### config.mk
export PLATFORM = sky130hd
export DESIGN_NAME = encoder_set_countdown_alarm
export DESIGN_NICKNAME = d
export VERILOG_FILES = /design/src/rtl/core/esca_pkg.sv /design/src/rtl/core/esca_seg_dec.sv /design/src/rtl/core/encoder_set_countdown_alarm.sv
export SDC_FILE = /design/constraint.sdc
export NUM_CORES = 1
export LEC_CHECK = 0
export ABC_AREA = 1
export BUFFER_PORTS_ARGS = -buffer_cell sky130_fd_sc_hd__buf_2
export CORE_ASPECT_RATIO = 1.75
export CORE_MARGIN = 1.5
export CORE_UTILIZATION = 60
export CTS_BUF_LIST = sky130_fd_sc_hd__clkbuf_8
export CTS_CLUSTER_DIAMETER = 150
export CTS_CLUSTER_SIZE = 8
export DETAILED_ROUTE_END_ITERATION = 6
export PLACE_DENSITY = 0.84
export SYNTH_ARGS = -nofsm -noshare
export SYNTH_HDL_FRONTEND = slang
export SYNTH_HIERARCHICAL = 1
export SYNTH_SLANG_ARGS = --single-unit
### constraint.sdc
create_clock -name clk_i -period 6.75 [get_ports clk_i]
set_input_delay 0.675 -clock clk_i [delete_from_list [all_inputs] [get_ports clk_i]]
set_output_delay 0.675 -clock clk_i [all_outputs]
set_load 0.005 [all_outputs]
### src/rtl/core/esca_pkg.sv
package esca_pkg;

  // Event kinds carried on the input tuser
  typedef enum logic [1:0] {
    OP_ENCODER = 2'd0,
    OP_BUTTON  = 2'd1,
    OP_TICK    = 2'd2,
    OP_REFRESH = 2'd3
  } op_e;

  // Configuration register indexes
  localparam logic REG_COUNT_LIMIT = 1'b0;
  localparam logic REG_BUZZ_TICKS  = 1'b1;

  localparam int CFG_W     = 7;
  localparam int CFG_IDX_W = 1;
  localparam int IN_W      = 8;   // phase_a, phase_b, zero fill
  localparam int USER_W    = 2;   // opcode
  localparam int OUT_W     = 24;  // 20 field bits, zero fill

  localparam logic [6:0] CNT_MAX      = 7'd99;
  localparam logic [6:0] LIMIT_RESET  = 7'd99;
  localparam logic [3:0] BUZZ_RESET   = 4'd6;
  localparam logic [1:0] CATHODE_OFF  = 2'b11;
  localparam logic [1:0] CATHODE_TENS = 2'b10;
  localparam logic [1:0] CATHODE_UNIT = 2'b01;

  // Segment patterns, bit6 = a ... bit0 = g
  localparam logic [6:0] SEG_TABLE [10] = '{
    7'h7E, 7'h30, 7'h6D, 7'h79, 7'h33, 7'h5B, 7'h5F, 7'h70, 7'h7F, 7'h73
  };

  // Digit to segments, digits above nine show as nine
  function automatic logic [6:0] seg_of(input logic [3:0] d);
    logic [3:0] dd;
    dd = (d > 4'd9) ? 4'd9 : d;
    return SEG_TABLE[dd];
  endfunction

  // Display update produced by one refresh tick
  typedef struct packed {
    logic [6:0] segments;
    logic [1:0] cathodes;
  } disp_t;

endpackage

### src/rtl/core/esca_seg_dec.sv
module esca_seg_dec (
  input  logic [6:0]     count_i,
  input  logic           digit_sel_i,
  output esca_pkg::disp_t disp_o
);
  import esca_pkg::*;

  logic [14:0] prod;
  logic [3:0]  tens;
  logic [6:0]  tens_x10;
  logic [6:0]  units;

  // count / 10 as multiply by 205 and shift by 11, exact for count <= 127
  assign prod     = {8'b0, count_i} * 15'd205;
  assign tens     = prod[14:11];
  assign tens_x10 = 7'(tens) * 7'd10;
  assign units    = count_i - tens_x10;

  // Tens digit first, then units
  always_comb begin
    if (!digit_sel_i) begin
      disp_o.segments = seg_of(tens);
      disp_o.cathodes = CATHODE_TENS;
    end else begin
      disp_o.segments = seg_of(units[3:0]);
      disp_o.cathodes = CATHODE_UNIT;
    end
  end

endmodule

### src/rtl/core/encoder_set_countdown_alarm.sv
// Countdown alarm controller with encoder, button, buzzer, lamps and a
// two-digit multiplexed seven-segment display.
// Input stream: s_axis_tuser carries the event kind (encoder edge, button,
// countdown tick, refresh tick), s_axis_tdata the two encoder phases.
// Output stream: one result per event with the display lines, lamps,
// buzzer level, count and running flag, all taken after that event.
// Configuration: cfg_we_i writes cfg_wdata_i to register cfg_idx_i
// (0 count limit, 1 buzzer ticks) at the clock edge; write only when idle.
// The result is registered: it is valid the cycle after the transfer.
// Throughput is one event per cycle unless the receiver stalls; the state
// update is a single compare and increment/decrement, and the digit split
// is one small constant multiply, all between the state registers and back.
// Reset clears the count and all flags, turns both digits off and loads
// the limit with 99 and the buzzer ticks with 6; no result is pending.
// When the receiver stalls, the result holds and s_axis_tready drops
// until it is taken; a result taken in the same cycle lets a new event in.
module encoder_set_countdown_alarm #(
) (
  input  logic                         clk_i,
  input  logic                         rst_ni,
  // input stream
  input  logic                         s_axis_tvalid,
  output logic                         s_axis_tready,
  input  logic [esca_pkg::IN_W-1:0]    s_axis_tdata,  // [0] phase_a, [1] phase_b
  input  logic [esca_pkg::USER_W-1:0]  s_axis_tuser,  // [1:0] opcode
  // output stream
  output logic                         m_axis_tvalid,
  input  logic                         m_axis_tready,
  // [6:0] segments, [8:7] digit_enables, [9] red_led, [10] green_led,
  // [11] buzzer_on, [18:12] count_value, [19] running
  output logic [esca_pkg::OUT_W-1:0]   m_axis_tdata,
  // configuration
  input  logic                         cfg_we_i,
  input  logic [esca_pkg::CFG_IDX_W-1:0] cfg_idx_i,
  input  logic [esca_pkg::CFG_W-1:0]   cfg_wdata_i
);
  import esca_pkg::*;

  logic [6:0] limit_q;
  logic [3:0] buzz_ticks_q;
  logic [6:0] count_q, count_d;
  logic       armed_q, armed_d;
  logic [3:0] buzz_cnt_q, buzz_cnt_d;
  logic       locked_q, locked_d;
  logic       dsel_q, dsel_d;
  logic [6:0] seg_q, seg_d;
  logic [1:0] cath_q, cath_d;
  logic       buzzer_q, buzzer_d;
  logic       valid_q;

  logic       accept;
  op_e        op;
  logic       pa, pb;
  logic [6:0] lim;
  disp_t      disp;

  assign s_axis_tready = !valid_q || m_axis_tready;
  assign accept        = s_axis_tvalid && s_axis_tready;
  assign op            = op_e'(s_axis_tuser);
  assign pa            = s_axis_tdata[0];
  assign pb            = s_axis_tdata[1];
  assign lim           = (limit_q > CNT_MAX) ? CNT_MAX : limit_q;

  esca_seg_dec u_seg_dec (
    .count_i     (count_q),
    .digit_sel_i (dsel_q),
    .disp_o      (disp)
  );

  // Next state for one event
  always_comb begin
    count_d    = count_q;
    armed_d    = armed_q;
    buzz_cnt_d = buzz_cnt_q;
    locked_d   = locked_q;
    dsel_d     = dsel_q;
    seg_d      = seg_q;
    cath_d     = cath_q;
    buzzer_d   = buzzer_q;
    case (op)
      OP_ENCODER: begin
        if (!armed_q) begin
          if (pa == pb) begin
            if (count_q != 7'd0) count_d = count_q - 7'd1;
          end else if (count_q < lim) begin
            count_d = count_q + 7'd1;
          end
        end
      end
      OP_BUTTON: begin
        if (!locked_q) begin
          if (!armed_q) begin
            armed_d  = 1'b1;
            locked_d = 1'b1;
          end else begin
            armed_d    = 1'b0;
            buzzer_d   = 1'b0;
            buzz_cnt_d = 4'd0;
            if (count_q == 7'd0) count_d = 7'd1;
          end
        end
      end
      OP_TICK: begin
        if (armed_q) begin
          locked_d = 1'b0;
          if (count_q == 7'd0) begin
            if (buzz_cnt_q == buzz_ticks_q) begin
              armed_d    = 1'b0;
              buzzer_d   = 1'b0;
              buzz_cnt_d = 4'd0;
              count_d    = 7'd1;
            end else begin
              buzzer_d   = 1'b1;
              buzz_cnt_d = buzz_cnt_q + 4'd1;
            end
          end else begin
            count_d = count_q - 7'd1;
          end
        end
      end
      OP_REFRESH: begin
        seg_d  = disp.segments;
        cath_d = disp.cathodes;
        dsel_d = !dsel_q;
      end
      default: ;
    endcase
  end

  // State registers, updated on each input transfer
  always_ff @(posedge clk_i or negedge rst_ni) begin
    if (!rst_ni) begin
      count_q    <= 7'd0;
      armed_q    <= 1'b0;
      buzz_cnt_q <= 4'd0;
      locked_q   <= 1'b0;
      dsel_q     <= 1'b0;
      seg_q      <= 7'd0;
      cath_q     <= CATHODE_OFF;
      buzzer_q   <= 1'b0;
    end else if (accept) begin
      count_q    <= count_d;
      armed_q    <= armed_d;
      buzz_cnt_q <= buzz_cnt_d;
      locked_q   <= locked_d;
      dsel_q     <= dsel_d;
      seg_q      <= seg_d;
      cath_q     <= cath_d;
      buzzer_q   <= buzzer_d;
    end
  end

  // Configuration registers
  always_ff @(posedge clk_i or negedge rst_ni) begin
    if (!rst_ni) begin
      limit_q      <= LIMIT_RESET;
      buzz_ticks_q <= BUZZ_RESET;
    end else if (cfg_we_i) begin
      case (cfg_idx_i)
        REG_COUNT_LIMIT: limit_q      <= cfg_wdata_i;
        REG_BUZZ_TICKS:  buzz_ticks_q <= cfg_wdata_i[3:0];
        default: ;
      endcase
    end
  end

  // Result valid flag
  always_ff @(posedge clk_i or negedge rst_ni) begin
    if (!rst_ni) begin
      valid_q <= 1'b0;
    end else if (accept) begin
      valid_q <= 1'b1;
    end else if (m_axis_tready) begin
      valid_q <= 1'b0;
    end
  end

  // Result fields come straight from the state registers
  assign m_axis_tvalid = valid_q;
  assign m_axis_tdata  = {4'b0, armed_q, count_q, buzzer_q, armed_q, !armed_q,
                          cath_q, seg_q};

endmodule

Word-level counts from Yosys, hierarchy flattened
Memories as Yosys holds them, arrays and structs flattened.
Cells that the tools add are included.

operators by class
  add/subtract/negate cells = 4
  $mul = 2
  order comparisons = 6
  equality and inequality tests = 14
  mux-type cells = 40
  bitwise operators = 3
  reductions and logical operators = 18

operators by type and width
  cell                  count
  $mux 7                15
  $mux 4                7
  $pmux 7 s3            1
  $mul 7x8->15 const B  1
  $mux 1                12
  $ne 2x2->1 const B    6
  $ge 5x5->1 const B    2
  $not 4->5             2
  $reduce_and 10->1     1
  $mux 9                1
  $ne 3x3->1 const B    3
  $gt 4x4->1 const B    2
  $pmux 4 s2            1
  $add 7x1->7 const B   1
  $gt 7x7->1 const B    1
  $logic_not 7->1       1
  $lt 7x7->1            1
  $reduce_bool 7->1     1
  $sub 7x1->7 const B   1
  $pmux 1 s2            3
  $reduce_and 2->1      3
  $reduce_and 3->1      2
  $reduce_and 6->1      1
  $add 4x1->4 const B   1
  other kinds (13)      17

storage, ports and cells
  register bits = 36
  memory bits (read-only) = 224
  bits of input ports = 23
  output and inout port bits = 26
  logic and storage cells = 100
  memories = 2

memories
  name              depth  bits a word  rd ports  clocked after memory_dff  write ports  RTL line        RTL
  (name not given)  16     7            1         0                         0            esca_pkg.sv:37  return SEG_TABLE[dd];
  (name not given)  16     7            1         0                         0            esca_pkg.sv:37

Logic depth before layout (Yosys ltp)
  depth after elaboration = 10
  mapped depth = 35
  gate-level depth less buffers = 35

Hierarchy
Netlist, hierarchy kept.

by module, submodules not included
  module                       instances  cells an instance  area each (um^2)
  encoder_set_countdown_alarm  1          286                2309.7
  esca_seg_dec                 1          227                1647.8

Worst setup path before layout
OpenSTA, ideal clock, no wires.

  path kind = flip-flop to flip-flop
  start = register count_q[3]
  end = register seg_q[3]
  data arrival time = 5.200 ns
  setup slack = 1.426 ns
  cell stages (with the launch flop) = 29
  period minus slack after synthesis = 5.324 ns
  cell sequence = dfrtp_1 ha_1 ha_1 or2_2 fa_1 ha_1 ha_1 a21oi_1 o21a_1 nand3_2 nand2_2 inv_1 ha_1 fa_1 xor2_1 inv_1 nand3_2 nand2_2 nand2_4 nand2_8 nor2_1 inv_1 ha_1 inv_1 nand4_1 nand3_1 nand2_1 nand2_1 mux2_2

RTL lines
  item                      RTL line                            RTL
  start: declaration        encoder_set_countdown_alarm.sv:41   logic [6:0] count_q, count_d;
  start signal: assignment  encoder_set_countdown_alarm.sv:142  count_q <= count_d;
  end signal: assignment    encoder_set_countdown_alarm.sv:147  seg_q <= seg_d;
  end: declaration          encoder_set_countdown_alarm.sv:46   logic [6:0] seg_q, seg_d;

==> flow_metrics.py <==
metrics = {
    "outcome": {
        "status": "complete, no violations",
    },
    "clock_network": {
        "h-tree-depth": 2,
        "clkLatencyLatePin_ps": 300,
        "numClockSinks": 36,
        "clk_pin_slew_ps": 80,
        "cts_tree": "built",
        "cts_buffer_depth": 2,
        "cts_setup_buffers": 0,
        "cts_resized": 0,
        "ctsRootBufferMaster": "clkbuf_8",
        "cts-buffers-inserted": 5,
        "holdBufCountCts": 0,
    },
    "synthesis": {
        "netlist_top_cells_area": "ha_1, dfrtp_1, nand2_1",
        "synth.largest_area_cell": "ha_1",
        "synth-edff-count": 0,
        "yosys_register_bits": 36,
        "avgSynthCellArea_um2": 7.71,
        "synthTopCellsByCount": "nand2_1, inv_1, ha_1",
        "post-synth-top-count-cell": "nand2_1",
        "synth_cells": 513,
        "netlist_area_um2": 3960,
        "seq_area_frac_synth": 0.230,
        "yosysUniqueCellTypes": 42,
        "yosys_most_used_dff": "dfrtp_1",
        "netlist.area_leader.share": 0.190,
        "async_reset_ff_frac": 1.00,
        "synth_warnings": 6,
    },
    "sta": {
        "hold_viol_final": 0,
        "fmax_mhz": 169,
        "rsz0062_at_grt": "no",
        "finalCritPeriodShare": 0.879,
        "tns_ps": 0,
        "skew_ps": 7.58,
        "drv_slew": 0,
        "min_period_ps": 5930,
        "maxSlewHeadroom": 0.465,
        "setup_viol": 0,
        "tightest_slew_ps": 802,
    },
    "worst_setup_path": {
        "critPathCaptureType": "flip-flop",
        "crit_path_top_delay_cell": "dfrtp_1",
        "cp_common_cell": "inv_1",
        "ff2ff_setup_slack_ps": 820,
        "max_stage_delay_ps": 520,
        "worstReg2RegStart": "count_q[4]",
        "rr_worst_depth": 29,
        "crit_fanout": 10,
        "required_ps": 6930,
        "crit_path_start_kind": "flip-flop",
        "arrival_ps": 6110,
        "r2r-end": "seg_q[3]",
        "crit_type": "flip-flop to flip-flop",
    },
    "floorplanning": {
        "start_util": 0.614,
        "fp.coreArea_um2": 6440,
        "die_x_um": 64.4,
        "num_io_pins": 49,
        "die_h_um": 110,
        "row_count": 39,
        "die_area_um2": 7110,
    },
    "placed_design": {
        "port_buffers": 38,
        "gp_congestion": 0.890,
        "dp_hpwl_um": 7000,
    },
    "routing": {
        "drtIter0Drc": 170,
        "postRouteAntennaNets": 0,
        "avgViaCountPerCell": 5.52,
        "route.detailed.wl_per_inst_um": 14.1,
        "drt_first_pass_iters": 7,
        "wl_met2_um": 5160,
        "drcViolationCount": 0,
        "wl_met3_um": 287,
        "dr.max_layer_used": "met4",
        "finalWirelength_um": 8950,
        "vias": 3513,
        "wl_met1_um": 2960,
    },
    "layout": {
        "drive_gt1_frac": 0.202,
        "seq_area_um2": 911,
        "n_fill_cell": 547,
        "nets": 645,
        "synthToLayoutAreaGrowth_pct": 9.33,
        "multiInputGateArea_um2": 2640,
        "num_antenna_cells": 0,
    },
    "global_routing": {
        "grt_max_degree": 37,
        "grt_pass1_wl_um": 15300,
        "overflow": 0,
        "antenna_found_initial": 0,
        "grt_pass1_vias": 3771,
        "track_usage": 0.270,
    },
    "hold_path": {
        "hp-class": "input pin to async pin",
    },
    "run": {
        "drv_cap": 0,
    },
}
==> sequential cells by signal, summed over array words and instances, names as in the netlist <==
signal         cells
count_q            7
limit_q            7
seg_q              7
buzz_cnt_q         4
buzz_ticks_q       4
cath_q             2
armed_q            1
buzzer_q           1
dsel_q             1
locked_q           1
m_axis_tvalid      1
==> critical path: cells and delay by family, from the launching register on <==
family	cells	cell delay, ps
AOI/OAI and AO/OA	2	330
buffers and inverters	6	460
muxes	1	260
DFF	1	520
and+or+nand+nor	11	1100
adders and majority gates	7	2670
xor gates and xnor gates	2	490
==> layout by cell type (no fill, tap or decap), types with 2 or more instances in the layout <==
cell        n
nand2_1   117
inv_1      79
ha_1       60
buf_2      38
nand3_1    30
dfrtp_1    28
nor2_1     27
o21ai_0    22
a21oi_1    19
nand4_1    13
xor2_1     12
mux2_2     10
nand2_2     9
fa_1        9
dfstp_2     8
inv_2       7
clkbuf_8    7
o21ai_1     6
nand2_4     5
nor2_2      5
conb_1      4
buf_4       4
or2_2       3
nand3_4     3
nor3_1      3
xnor2_1     3
a31oi_1     3
nand3_2     3
o21a_1      3
nor2_4      2
==> cell families (layout without fill, tap and decap cells) <==
family | count (synthesis) | after routing | synth area share
buffers and inverters | 99 | 137 | 0.106
AND/OR/NAND/NOR | 224 | 224 | 0.278
adder cells (fa/ha/maj) | 69 | 69 | 0.235
XOR/XNOR | 16 | 16 | 0.0373
other | 1 | 4 | 0.000948
multiplexers | 10 | 10 | 0.0285
AO/OA/AOI/OAI | 58 | 58 | 0.0835
flip-flops | 36 | 36 | 0.230
==> through the flow <==
stage               hold WS, ps  area (µm²)  utilization  setup slack, ps  cells
detailed placement          458        4200        0.652              848    628
floorplan                   379        3970            -             1430    516
global route                491        4330        0.672              436    636
global placement            457        4200        0.652              992    628
CTS                         472        4330        0.672              832    636
finish                      466        4330        0.672              818    636
==> layer usage <==
| metal | GRT usage | up-vias |
|---|---|---|
| met5 | 0 | - |
| met4 | 0.191 | 0 |
| met3 | 0.0316 | 51 |
| met2 | 0.530 | 112 |
| met1 | 0.236 | 1634 |
| li1 | - | 1716 |
==> worst max-delay path by stage <==
| stage | cells past startpoint | start | slack [ps] | endpoint |
|---|---|---|---|---|
| 5_1_grt | 29 | count_q[4] | 440 | seg_q[3] |
| 4_1_cts | 29 | count_q[4] | 830 | seg_q[3] |
| 2_1_floorplan | 28 | count_q[3] | 1430 | seg_q[3] |
| 6_report | 29 | count_q[4] | 820 | seg_q[3] |
| 3_5_place_dp | 29 | count_q[4] | 850 | seg_q[3] |
| 3_3_place_gp | 29 | count_q[4] | 990 | seg_q[3] |
==> cell type report <==
type,count,area share
tap,82,0.0237
clock inverter,1,0.00694
sequential,36,0.211
multi-input combinational,381,0.610
clock buffer,7,0.0223
timing repair buffer,42,0.0509
inverter,87,0.0761
Power is not shown: default switching activity piles up to over one toggle a cycle in this logic, so the estimate is an artifact.
